**config.mk**
```make
export PLATFORM = sky130hd
export DESIGN_NAME = sjis_aware_path_hash_core
export DESIGN_NICKNAME = d
export VERILOG_FILES = /design/src/rtl/core/sjph_pkg.sv /design/src/rtl/core/sjph_in_reg.sv /design/src/rtl/core/sjph_hash_unit.sv /design/src/rtl/core/sjis_aware_path_hash_core.sv
export SDC_FILE = /design/constraint.sdc
export NUM_CORES = 1
export LEC_CHECK = 0
export ABC_AREA = 0
export BUFFER_PORTS_ARGS = -buffer_cell sky130_fd_sc_hd__buf_2
export CORE_ASPECT_RATIO = 1.2
export CORE_MARGIN = 1.5
export CORE_UTILIZATION = 45
export CTS_CLUSTER_DIAMETER = 40
export DETAILED_ROUTE_END_ITERATION = 8
export GPL_TIMING_DRIVEN = 0
export PLACE_DENSITY = 0.63
export SLEW_MARGIN = 30
export SYNTH_ARGS = -nofsm -noshare
export SYNTH_HDL_FRONTEND = slang
export SYNTH_HIERARCHICAL = 1
export SYNTH_SLANG_ARGS = --single-unit
```
**constraint.sdc**
```tcl
create_clock -name clk -period 8.1 [get_ports clk]
set_input_delay 0.405 -clock clk [delete_from_list [all_inputs] [get_ports clk]]
set_output_delay 0.405 -clock clk [all_outputs]
set_load 0.01 [all_outputs]
```
**src/rtl/core/sjph_pkg.sv**
```systemverilog
// sjph_pkg: shared constants and types for the Shift-JIS aware path hash core.
// No dependencies; imported by every module of the core.

package sjph_pkg;

  // Default limit of the path buffer in bytes.
  localparam int unsigned BUFFER_BYTES_DEF = 4096;

  // Hash step multiplier; a constant product reduces to a shift-add tree.
  localparam logic [63:0] HASH_MULT = 64'd104729;

  // Shift-JIS lead byte ranges (code page 932).
  localparam logic [7:0] LEAD1_LO = 8'h81;
  localparam logic [7:0] LEAD1_HI = 8'h9F;
  localparam logic [7:0] LEAD2_LO = 8'hE0;
  localparam logic [7:0] LEAD2_HI = 8'hFC;

  // ASCII folding constants.
  localparam logic [7:0] LOWER_A    = 8'h61;
  localparam logic [7:0] LOWER_Z    = 8'h7A;
  localparam logic [7:0] CASE_DELTA = 8'h20;
  localparam logic [7:0] BACKSLASH  = 8'h5C;
  localparam logic [7:0] SLASH      = 8'h2F;

  // Configuration register map.
  localparam int unsigned CFG_ADDR_W = 3;
  localparam logic        REG_HASH_SEED = 1'b0;  // register index, taken from paddr[2]

  // One path byte as it travels from the input register to the hash unit.
  typedef struct packed {
    logic [7:0] path_byte;
    logic       last_byte;
  } sjph_item_t;

endpackage

```
**src/rtl/core/sjph_in_reg.sv**
```systemverilog
// sjph_in_reg: input register stage of the path hash core.
// Depends on sjph_pkg for the item type.

module sjph_in_reg
  import sjph_pkg::*;
(
  input  logic       clk,
  input  logic       rst_n,
  input  logic       in_valid,
  output logic       in_ready,
  input  sjph_item_t in_item,
  output logic       item_valid,
  output sjph_item_t item,
  input  logic       item_take
);

  logic       valid_r;
  logic       valid_nxt;
  sjph_item_t item_r;

  // The stage refills in the same cycle that the hash unit takes its item.
  assign in_ready  = !valid_r || item_take;
  assign valid_nxt = (in_valid && in_ready) || (valid_r && !item_take);

  always_ff @(posedge clk) begin
    if (!rst_n) begin
      valid_r <= 1'b0;
    end else begin
      valid_r <= valid_nxt;
    end
  end

  always_ff @(posedge clk) begin
    if (in_valid && in_ready) begin
      item_r <= in_item;
    end
  end

  assign item_valid = valid_r;
  assign item       = item_r;

endmodule

```
**src/rtl/core/sjph_hash_unit.sv**
```systemverilog
// sjph_hash_unit: byte folding, 64-bit accumulator, length counter and result register.
// Depends on sjph_pkg for constants and the item type.

module sjph_hash_unit
  import sjph_pkg::*;
#(
  parameter int unsigned BUFFER_BYTES = BUFFER_BYTES_DEF
) (
  input  logic        clk,
  input  logic        rst_n,
  input  logic [31:0] hash_seed,
  input  logic        item_valid,
  input  sjph_item_t  item,
  output logic        item_take,
  output logic        out_valid,
  input  logic        out_ready,
  output logic [63:0] out_hash,
  output logic        out_ok
);

  localparam int unsigned CNT_W = $clog2(BUFFER_BYTES + 1);
  localparam logic [CNT_W-1:0] CNT_MAX = CNT_W'(BUFFER_BYTES);

  logic [63:0]      acc_r;
  logic [63:0]      acc_nxt;
  logic             trail_r;
  logic             trail_nxt;
  logic [CNT_W-1:0] cnt_r;
  logic [CNT_W-1:0] cnt_nxt;
  logic             out_valid_r;
  logic             out_valid_nxt;
  logic [63:0]      out_hash_r;
  logic             out_ok_r;

  logic       is_lead;
  logic [7:0] hashed_byte;
  logic       path_ok;
  logic       out_free;

  // A last byte needs the result register; any other byte only updates state.
  assign out_free  = !out_valid_r || out_ready;
  assign item_take = item_valid && (!item.last_byte || out_free);

  assign is_lead = ((item.path_byte >= LEAD1_LO) && (item.path_byte <= LEAD1_HI)) ||
                   ((item.path_byte >= LEAD2_LO) && (item.path_byte <= LEAD2_HI));

  always_comb begin
    hashed_byte = item.path_byte;
    trail_nxt   = 1'b0;
    if (trail_r) begin
      trail_nxt = 1'b0;
    end else if (is_lead) begin
      trail_nxt = 1'b1;
    end else if ((item.path_byte >= LOWER_A) && (item.path_byte <= LOWER_Z)) begin
      hashed_byte = item.path_byte - CASE_DELTA;
    end else if (item.path_byte == BACKSLASH) begin
      hashed_byte = SLASH;
    end
  end

  // Byte is sign-extended, seed zero-extended; everything wraps at 64 bits.
  assign acc_nxt = (acc_r * HASH_MULT) + {{56{hashed_byte[7]}}, hashed_byte} +
                   {32'd0, hash_seed};

  assign cnt_nxt = (cnt_r != CNT_MAX) ? cnt_r + CNT_W'(1) : cnt_r;
  assign path_ok = (cnt_nxt != CNT_MAX);

  assign out_valid_nxt = (item_take && item.last_byte) || (out_valid_r && !out_ready);

  always_ff @(posedge clk) begin
    if (!rst_n) begin
      acc_r       <= 64'd0;
      trail_r     <= 1'b0;
      cnt_r       <= '0;
      out_valid_r <= 1'b0;
    end else begin
      out_valid_r <= out_valid_nxt;
      if (item_take) begin
        if (item.last_byte) begin
          acc_r   <= 64'd0;
          trail_r <= 1'b0;
          cnt_r   <= '0;
        end else begin
          acc_r   <= acc_nxt;
          trail_r <= trail_nxt;
          cnt_r   <= cnt_nxt;
        end
      end
    end
  end

  always_ff @(posedge clk) begin
    if (item_take && item.last_byte) begin
      out_hash_r <= path_ok ? acc_nxt : 64'd0;
      out_ok_r   <= path_ok;
    end
  end

  assign out_valid = out_valid_r;
  assign out_hash  = out_hash_r;
  assign out_ok    = out_ok_r;

endmodule

```
**src/rtl/core/sjis_aware_path_hash_core.sv**
```systemverilog
// sjis_aware_path_hash_core: top level of the Shift-JIS aware path hash.
// Depends on sjph_pkg, sjph_in_reg and sjph_hash_unit.
//
//   Channel  Direction  Handshake        Payload
//   in_      slave      tvalid/tready    tdata = path_byte, tlast = last_byte
//   out_     master     tvalid/tready    tdata = hash_value, tuser = path_ok
//   cfg_     APB slave  psel/penable     register 0 (addr 0x0) = hash_seed
//
// One item is accepted per cycle unless a last item waits on a full result register.
// Each item is held in the input register until the hash unit takes it; a last byte
// then moves into the result register, from which its result is presented. The
// accumulator update (constant multiply, two adds) is the feedback loop that sets
// this rate. Reset is synchronous and clears all path state and the seed.
// A stalled result holds only items marked last; other items keep flowing
// until a last item meets a full result register.

module sjis_aware_path_hash_core
  import sjph_pkg::*;
#(
  parameter int unsigned BUFFER_BYTES = BUFFER_BYTES_DEF
) (
  input  logic                  clk,
  input  logic                  rst_n,
  // Input items.
  input  logic                  in_tvalid,
  output logic                  in_tready,
  input  logic [7:0]            in_tdata,    // [7:0] path_byte
  input  logic                  in_tlast,    // last_byte
  // Result items.
  output logic                  out_tvalid,
  input  logic                  out_tready,
  output logic [63:0]           out_tdata,   // [63:0] hash_value
  output logic [0:0]            out_tuser,   // [0] path_ok
  // Configuration.
  input  logic                  cfg_psel,
  input  logic                  cfg_penable,
  input  logic                  cfg_pwrite,
  input  logic [CFG_ADDR_W-1:0] cfg_paddr,
  input  logic [31:0]           cfg_pwdata,
  output logic [31:0]           cfg_prdata,
  output logic                  cfg_pready
);

  logic [31:0] seed_r;
  logic        cfg_wr;
  logic        sel_seed;

  sjph_item_t  in_item;
  sjph_item_t  item;
  logic        item_valid;
  logic        item_take;
  logic        out_ok;

  // The register index is taken from the word address bit; byte lanes are ignored.
  assign sel_seed   = (cfg_paddr[2] == REG_HASH_SEED);
  assign cfg_pready = 1'b1;
  assign cfg_wr     = cfg_psel && cfg_penable && cfg_pwrite && cfg_pready;
  assign cfg_prdata = sel_seed ? seed_r : 32'd0;

  always_ff @(posedge clk) begin
    if (!rst_n) begin
      seed_r <= 32'd0;
    end else if (cfg_wr && sel_seed) begin
      seed_r <= cfg_pwdata;
    end
  end

  assign in_item.path_byte = in_tdata;
  assign in_item.last_byte = in_tlast;

  sjph_in_reg u_in_reg (
    .clk        (clk),
    .rst_n      (rst_n),
    .in_valid   (in_tvalid),
    .in_ready   (in_tready),
    .in_item    (in_item),
    .item_valid (item_valid),
    .item       (item),
    .item_take  (item_take)
  );

  sjph_hash_unit #(
    .BUFFER_BYTES (BUFFER_BYTES)
  ) u_hash_unit (
    .clk        (clk),
    .rst_n      (rst_n),
    .hash_seed  (seed_r),
    .item_valid (item_valid),
    .item       (item),
    .item_take  (item_take),
    .out_valid  (out_tvalid),
    .out_ready  (out_tready),
    .out_hash   (out_tdata),
    .out_ok     (out_ok)
  );

  assign out_tuser = out_ok;

endmodule

```
* After elaboration in Yosys (flattened, before gate mapping)
Cells that the tools add are included.
** Word-level totals
- Output and inout port bits :: 100
- Bits of input ports :: 51
- Flip-flop bits (word level) :: 186
- Logic and storage cells :: 58
** Cells by class
- $add $sub $neg :: 4
- Reductions and logical operators :: 22
- Multiply operators :: 1
- Bitwise operators :: 1
- Mux-type cells :: 11
- Equal/unequal tests :: 3
- Order comparisons :: 6
** Operator list (number)
- 64-bit by 32-bit adder with 64-bit output :: 1
- 64-bit adder :: 1
- 64-bit by 17-bit multiplier with 64-bit output (second input constant) :: 1
- 64-bit two-way mux :: 1
- 32-bit two-way mux :: 1
- 8-bit two-way mux :: 4
- 13-bit two-way mux :: 2
- 13-bit != test (second input constant) :: 2
- 8-bit >= comparator (second input constant) :: 2
- 8-bit <= comparator (second input constant) :: 2
- 13-bit by 1-bit adder with 13-bit output (second input constant) :: 1
- 1-bit logical AND :: 11
- 8-bit by 7-bit equality test with 1-bit output (second input constant) :: 1
- 8-bit by 7-bit >= comparator with 1-bit output (second input constant) :: 1
- 8-bit by 7-bit <= comparator with 1-bit output (second input constant) :: 1
- 8-bit by 6-bit subtractor with 8-bit output (second input constant) :: 1
- 1-bit logical OR :: 6
- 1-bit logical NOT :: 5
- 1-bit two-way mux :: 3
- 1-bit NOT :: 1

* Longest topological paths before layout
Gate-level depths: netlist of the first run.
- Word-level depth :: 8
- Depth in mapped cells :: 28
- Mapped depth without buffers :: 26

* By module
The synthesis of the first run kept the hierarchy.
** Modules (own cells, without submodules)
- sjph_hash_unit :: instances 1, area an instance 23286.1 µm², cells an instance 2417, sequential area each 3533.4 µm²
- sjis_aware_path_hash_core :: instances 1, area an instance 1537.7 µm², cells an instance 177, sequential area each 640.6 µm²
- sjph_in_reg :: instances 1, area an instance 327.8 µm², cells an instance 14, sequential area each 290.3 µm²

* Least setup slack after synthesis of the first run
OpenSTA, ideal clock, no wires.
- Kind :: reg-to-reg
- Start :: reg u_in_reg.item_r, in the netlist u_in_reg/item[6]
- End :: reg u_hash_unit.out_hash_r[63], in the netlist u_hash_unit/out_hash[63], data pin
- Setup time :: 270 ps
- Data required time :: 7830 ps
- Path slack :: -64 ps
- Period minus slack after synthesis :: 8164 ps
- Stages on the path, launching flop included :: 25
- Arrival :: 7894 ps
- Buffers on the path :: 0
- Cell sequence :: edfxtp_1 -> ha_1 -> nand2b_1 -> a21oi_1 -> o2111ai_1 -> o21bai_1 -> inv_1 -> fa_1 -> inv_1 -> fa_1 -> inv_1 -> fa_1 -> inv_1 -> fa_1 -> ha_1 -> a21oi_1 -> o21ai_0 -> or4_1 -> or2_1 -> o21ai_4 -> a211oi_2 -> o31ai_2 -> a2111oi_1 -> nor3_1 -> nor3_1
** On the way
- Word-level cells in the longest chain between the ends :: 7
- Elaborated cells between the ends (all ways) :: 18
- Classes of those cells :: add/sub: 3; order compare: 6; eq/ne: 1; mux: 4; reduce/logical: 4
** Ends and longest elaborated chain
- start, declared :: RTL line sjph_in_reg.sv:19 : sjph_item_t item_r;
- start signal, assigned :: RTL line sjph_in_reg.sv:35 : item_r <= in_item;
- 8-bit by 7-bit >= comparator with 1-bit output (tied with other cells) :: RTL line sjph_hash_unit.sv:54 : end else if ((item.path_byte >= LOWER_A) && (item.path_byte <= LOWER_Z)) begin
- 1-bit logical AND (tied with other cells) :: RTL line sjph_hash_unit.sv:54
- 8-bit two-way mux or 1-bit logical OR (tied branches) :: RTL line sjph_hash_unit.sv:54, sjph_hash_unit.sv:44
- 8-bit two-way mux :: RTL line sjph_hash_unit.sv:52 : end else if (is_lead) begin
- 8-bit two-way mux * :: RTL line sjph_hash_unit.sv:50 : if (trail_r) begin
- 64-bit adder * :: RTL line sjph_hash_unit.sv:62 : assign acc_nxt = (acc_r * HASH_MULT) + {{56{hashed_byte[7]}}, hashed_byte} +
- 64-bit by 32-bit adder with 64-bit output * :: RTL line sjph_hash_unit.sv:62
- end signal, assigned :: RTL line sjph_hash_unit.sv:94 : out_hash_r <= path_ok ? acc_nxt : 64'd0;
- end, declared :: RTL line sjph_hash_unit.sv:32 : logic [63:0] out_hash_r;
Every way passes the cells marked *; elsewhere a longest branch is shown, timed or not.
A chain may end at the register's enable or synchronous reset.

* Final worst setup path of the first run
- Start :: reg u_in_reg.item_r, in the netlist u_in_reg/item[2]
- End :: reg u_hash_unit.out_hash_r[62], in the netlist u_hash_unit/out_hash[62], data pin
The elaborated chain is that of the path after synthesis.

==> results by group, run 1 <==
STA
  – Slew HR: 44.07%
  – RSZ-0062 raised after global routing: yes
  – Slew Limit Fails: 0
  – Minimum clock period: around 7800 ps
  – Final period util: between 90% and 100%
  – Setup Viol. Count Final: 0
  – Worst-margin pin slew: 839.0 ps
  – Fin Clk Skew: 19.99 ps
  – Max Fclk: 0.1282 GHz
  – Hold Fails Final Rpt: 0

Placement
  – Dpl hpwl: just over 60,000 um
  – PortBufs: 147
  – Post-DP Area: about 27,000 um^2
  – GP Congestion: around 0.99

Synthesis
  – Post-synth EDFFs: 74
  – Leading area contributor after synthesis: fa_1
  – Top cells by area, synth: fa_1, ha_1, inv_1
  – Yosys top cell area share: 31.36%
  – Syn Inst Count: 2,608
  – Post-synthesis register bit count: between 150 and 200
  – Synth unique cells: 76
  – Ys async rst share: 0%
  – Mean area per synthesized cell: 9.644 um^2
  – Synth Warn #: 6
  – Synth Cell Area: 25,150 um^2
  – Main synth FF type: dfxtp_1
  – Syn Nets: between 3k and 4k
  – Seq/Total Area, Yosys: 17.75%

Final layout
  – Post-layout util: 50.00%
  – ANT cells: 0
  – Layout cells sized above 1: 7.568%
  – Layout net count: 3,575
  – Layout area overhead: 9.412%
  – Final Cell Area: 27,520 um^2

Setup path
  – RR Startpoint: u_in_reg/item[2]
  – Slowest stage delay, CP: between 500 and 600 ps
  – Critical path data required time: between 8000 and 9000 ps
  – Worst Path Arrival: 8040 ps
  – Worst path top cell family by delay: adder cells
  – Crit path launch: u_in_reg/item[2]
  – WP buf/inv: 4
  – Setup CP Type: reg -> reg
  – Most used cell along the critical path: fa_1
  – Crit path launch type: flip-flop
  – Crit-path slowest cell: fa_1
  – Maximum fanout along the worst path: 22
  – Crit path capture type: flip-flop

Route
  – DRC Markers: 0
  – Antenna-violating nets left: 0
  – Vias per cell: a little over 5
  – Routed len/inst: 20.00 um
  – Router iterations before antenna repair: 5
  – Final WL: 70,170 um
  – 1st-iter DRT viols: 1,058
  – Vias after detailed routing: ~18k

Hold path
  – Hold WC Path Type: in -> reg
  – Hold_sp: in_tdata[0]

Global routing
  – Global-route wire length before repair: 109,400 um
  – Initial antenna violation count: 0
  – Gr usage total: 25.70%
  – Gr ovfl total: 0
  – Number of global-route vias before repair: 19.22k
  – Largest net degree at the start of global routing: 39

Clock tree
  – Root Buffer: clkbuf_16
  – PostCTS Resize Cnt: 0
  – CTS tree: done
  – Clock buffer depth: 2
  – CTS Buf Count: 17
  – Clock H-tree levels: 4
  – Worst-path clk slew: 80 ps
  – CTS sink count: 186
  – Clk_lat worst skew: 510 ps
  – Setup Fix Bufs, Post-CTS: 0
  – Hold-fix buffers at CTS: 0

Status
  – Status: complete, no violations

Floorplan
  – DIE AREA: 57,330 um^2
  – # rows: 94
  – Die Y: 262.0 um
  – Ports: 151
  – Core Region: 55,040 um^2
  – Initial Util: about 46%
  – Die W: between 200 and 250 um

Job
  – Max-cap viol count: 0
path summary, 6_finish.rpt:
check	endpoint	slack, ps	cells past startpoint
worst max-delay path	u_hash_unit/out_hash[62]	300	25
worst min-delay path	u_in_reg/item[1]	70	1
worst max register to register	u_hash_unit/out_hash[62]	300	25
worst min register to register	u_hash_unit/acc_r[62]	470	2
final cells by class:
| type | count | area (um^2) |
|---|---|---|
| Fill cell | 5218 | 27520 |
| Clock buffer | 17 | 425.4 |
| Tap cell | 720 | 900.9 |
| Inverter | 679 | 2551 |
| Multi-Input combinational cell | 1673 | 17840 |
| Sequential cell | 186 | 4464 |
| Buffer | 69 | 329.1 |
| Timing Repair Buffer | 149 | 783.3 |
| Clock inverter | 15 | 227.7 |
layout by cell type (no fill, tap or decap), types with 33 or more instances in the layout:
cell / instances
o21ai_0: 90
and2_1: 34
nor2b_1: 75
nand2_1: 167
inv_1: 678
mux2i_1: 33
ha_1: 355
nor2_1: 93
fa_1: 394
xnor2_1: 52
a21o_1: 34
clkbuf_1: 55
a21oi_1: 72
buf_2: 148
edfxtp_1: 74
dfxtp_1: 112
metal layers:
layer,track usage (%),wire length (um)
met5,0,0
met1,31.56,28990
met3,3.079,2637
met4,9.627,2511
met2,46.15,36030
state kept, by name (all words and copies together) (netlist names):
signal and count:
u_hash_unit/cnt_r 13, u_hash_unit/trail_r 1, u_hash_unit/acc_r 64, u_hash_unit/out_valid 1
u_hash_unit/out_ok 1, seed_r 32, u_in_reg/item 9, u_hash_unit/out_hash 64
u_in_reg/item_valid 1
synthesized netlist by cell type (3+ instances only):
cell      instances
fa_1            394
nand3_1          20
o21ai_0          91
xor2_1           22
or2_2             3
a21boi_0         12
edfxtp_1         74
buf_12            3
nand4_1          19
a211oi_1          7
nor4_1            3
a22oi_1          19
clkbuf_1         57
xnor2_1          52
ha_1            355
buf_1             6
o21bai_1          8
mux2i_1          33
a31oi_1          10
and2_1           34
a21o_1           34
and3_1           16
o211ai_1          7
or3_1             7
nand2b_1         10
inv_1           679
nor3_1           23
nor2b_1          75
o31ai_1           9
a211o_1           5
o21a_1           16
dfxtp_1         112
nand2_1         167
nand3b_1          6
or4_1             3
nor2_1           93
a21oi_1          72
o21ai_1           4
kinds of logic (layout without fill, tap and decap cells):
kind of cell / after synthesis / in the layout / synth area share, %
adder cells (fa/ha/maj): 749 / 749 / 49.02
flip-flops: 186 / 186 / 17.75
other: 1 / 1 / 0.01491
multiplexers: 33 / 33 / 1.313
AO/OA/AOI/OAI: 324 / 324 / 8.258
XOR/XNOR: 74 / 74 / 2.577
AND/OR/NAND/NOR: 492 / 492 / 9.616
buffers and inverters: 749 / 929 / 11.45
stage by stage:
| stage | hold WS [ps] | std cells | setup WS (ps) | TNS [ps] |
|---|---|---|---|---|
| final | 67.99 | 3508 | 298.5 | 0 |
| after global routing | 32.46 | 3508 | -11.51 | -11.51 |
| after CTS | 28.32 | 3509 | 159.2 | 0 |
| after detailed placement | 451.3 | 3477 | 225.9 | 0 |
| after global placement | 447.4 | 3475 | -1339 | -70930 |
| after floorplan | 431.8 | 2608 | 783.2 | 0 |
worst register-to-register path, cell delays in order (launching register included):
cell       delay (ps)
edfxtp_1          420
or2_2             340
or4_1             430
o2111ai_1         240
o21bai_4          270
buf_16            260
ha_1              330
fa_1              470
ha_1              280
inv_1              50
fa_1              490
fa_1              560
inv_1              60
fa_1              480
ha_1              490
and3_1            270
and2_1            130
clkbuf_1          240
nand2_1            80
nor3_1            320
nand3_1           220
nand4_1           310
a31oi_1           190
o31ai_1           320
xnor2_1           210
nor2_1             70
Power of run 1 is not shown: default switching activity piles up to over one toggle a cycle in this logic, so the estimate is an artifact.
==> run 2: changes to the inputs <==
--- a/config.mk
+++ b/config.mk
@@ -13,7 +13,7 @@
 export CTS_CLUSTER_DIAMETER = 40
 export DETAILED_ROUTE_END_ITERATION = 8
 export GPL_TIMING_DRIVEN = 0
-export PLACE_DENSITY = 0.63
+export PLACE_DENSITY = 0.69
 export SLEW_MARGIN = 30
 export SYNTH_ARGS = -nofsm -noshare
 export SYNTH_HDL_FRONTEND = slang
==> results by group, run 2 (same netlist as run 1, synthesis figures left out) <==
Status
  – Status: complete, no violations

STA
  – Minimum clock period: 7796 ps (-5.063 ps)
  – Fin Clk Skew: 14.54 ps (-5.452 ps)
  – Final period util: 96.25% (about the same)
  – Min setup slack post-route: 303.6 ps (+5.063 ps)
  – Slew Limit Fails: 0 (unchanged)
  – Max Fclk: 0.1283 GHz (about the same)
  – Hold Fails Final Rpt: 0 (unchanged)
  – RSZ-0062 raised after global routing: yes
  – Setup Viol. Count Final: 0 (unchanged)
  – Slew HR: 47.69% (+3.6 points)
  – Worst-margin pin slew: 784.6 ps (-54.42 ps)

Route
  – Vias per cell: 5.209 (+1.5%)
  – Router iterations before antenna repair: 5 (unchanged)
  – Antenna-violating nets left: 0 (unchanged)
  – 1st-iter DRT viols: 1,273 (+20%)
  – Final WL: 70,820 um (+0.93%)
  – DRC Markers: 0 (unchanged)
  – Routed len/inst: 20.18 um (+0.90%)
  – Vias after detailed routing: 18.28k (+1.5%)

Floorplan
  – Core Region: 55,040 um^2 (unchanged)
  – DIE AREA: 57,330 um^2 (unchanged)
  – Initial Util: 45.69% (unchanged)
  – # rows: 94 (unchanged)
  – Die W: 218.8 um (unchanged)
  – Ports: 151 (unchanged)
  – Die Y: 262.0 um (unchanged)

Setup path
  – Worst setup endpoint: u_hash_unit/out_hash[61]
  – Worst Path Arrival: 8020 ps (-20 ps)
  – Crit path launch: u_in_reg/item[2]
  – Setup CP Type: reg -> reg
  – Critical path data required time: 8330 ps (about the same)
  – Reg2reg end: u_hash_unit/out_hash[61]
  – Crit path capture type: flip-flop
  – Maximum fanout along the worst path: 23 (+4.5%)
  – R2R setup slack: 300 ps (about the same)
  – Worst path top cell family by delay: adder cells
  – RR Startpoint: u_in_reg/item[2]
  – Cell count along the critical path: 25 (unchanged)
  – Crit-path slowest cell: fa_1
  – Crit path launch type: flip-flop
  – WP buf/inv: 4 (unchanged)
  – Most used cell along the critical path: fa_1
  – Slowest stage delay, CP: 510 ps (-50 ps)
  – Worst reg2reg path depth: 25 (unchanged)

Placement
  – Dpl hpwl: 61,010 um (+0.96%)
  – Pre-CTS WS: 242.7 ps (+16.82 ps)
  – GP Congestion: 0.9933 (+0.64%)
  – PortBufs: 147 (unchanged)

Clock tree
  – Clock buffer depth: 2 (unchanged)
  – Worst-path clk slew: 80 ps (about the same)
  – Clock H-tree levels: 4 (unchanged)
  – Hold-fix buffers at CTS: 0 (unchanged)
  – CTS tree: done
  – CTS sink count: 186 (unchanged)
  – Root Buffer: clkbuf_16
  – Clk_lat worst skew: 510 ps (about the same)
  – CTS Buf Count: 17 (unchanged)

Global routing
  – Number of global-route vias before repair: 19.67k (+2.4%)
  – Gr usage total: 25.85% (+0.15 points)
  – Global-route wire length before repair: 110,100 um (+0.66%)
  – Gr ovfl total: 0 (unchanged)
  – Largest net degree at the start of global routing: 36 (-7.7%)
  – Initial antenna violation count: 0 (unchanged)

Job
  – Max-cap viol count: 0 (unchanged)

Final layout
  – Layout area overhead: 9.307% (about the same)
  – Commonest non-fill, non-tap cell in the layout: inv_1
  – Most frequent cells in the layout: inv_1, fa_1, ha_1
  – Layout cells sized above 1: 7.532% (-0.036 points)
  – Layout net count: 3,575 (unchanged)

Hold path
  – Hold WC Path Type: in -> reg
-- run 2: repair_timing --
action | in CTS | in global routing
setup endpoints to repair | 0 | 8
buffers inserted | 0 | 0
gates resized for setup | 0 | 5
-- run 2: worst min-delay path by stage --
stage / cells past startpoint / startpoint / end / slack (ps)
floorplan: 2 / u_hash_unit/acc_r[61] / u_hash_unit/acc_r[61] / 430
global placement: 2 / u_hash_unit/acc_r[62] / u_hash_unit/acc_r[62] / 450
detailed placement: 2 / u_hash_unit/acc_r[62] / u_hash_unit/acc_r[62] / 450
CTS: 1 / in_tdata[1] / u_in_reg/item[2] / 30
global route: 1 / in_tdata[5] / u_in_reg/item[6] / 40
finish: 1 / in_tdata[5] / u_in_reg/item[6] / 70
-- run 2: layout make-up --
class	instances	area, um^2
repair buffers	149	783.3
diodes	1	2.502
inverters	679	2551
flip-flops and latches	186	4464
clock buffers	17	425.4
clock inverters	15	192.7
fillers	5187	27550
plain buffers	69	327.8
multi-input cells	1673	17840
well taps	720	900.9
-- run 2: layer usage --
layer	wire length (um)	share of wire, %	track usage, %	vias up
met4	2637	3.7	9.741	0
met3	2616	3.7	3.079	125
li1	-	-	-	8507
met5	0	0	0	-
met2	36670	52	47.07	481
met1	28910	41	31.16	9167
-- run 2: worst register-to-register path: cells and delay by family, from the launching register on --
| kind | cells | cell delay, ps |
|---|---|---|
| buffers and inverters | 4 | 500 |
| adder cells (fa/ha/maj) | 7 | 2930 |
| AO/OA/AOI/OAI | 8 | 1800 |
| flip-flops | 1 | 420 |
| AND/OR/NAND/NOR | 6 | 1860 |
-- run 2: metrics by stage --
step                      util (%)  instances  setup TNS (ps)  instance area (um^2)  hold slack, ps
after floorplan                  -       2608               0                 25160           431.8
after global placement       48.67       3475          -68300                 26790           450.3
after detailed placement     48.78       3477               0                 26850           448.8
after CTS                    49.91       3509               0                 27470           30.54
after global routing         49.94       3508          -42.25                 27490           38.87
final                        49.95       3509               0                 27490           68.14
Power of run 2 is left out for the same reason.
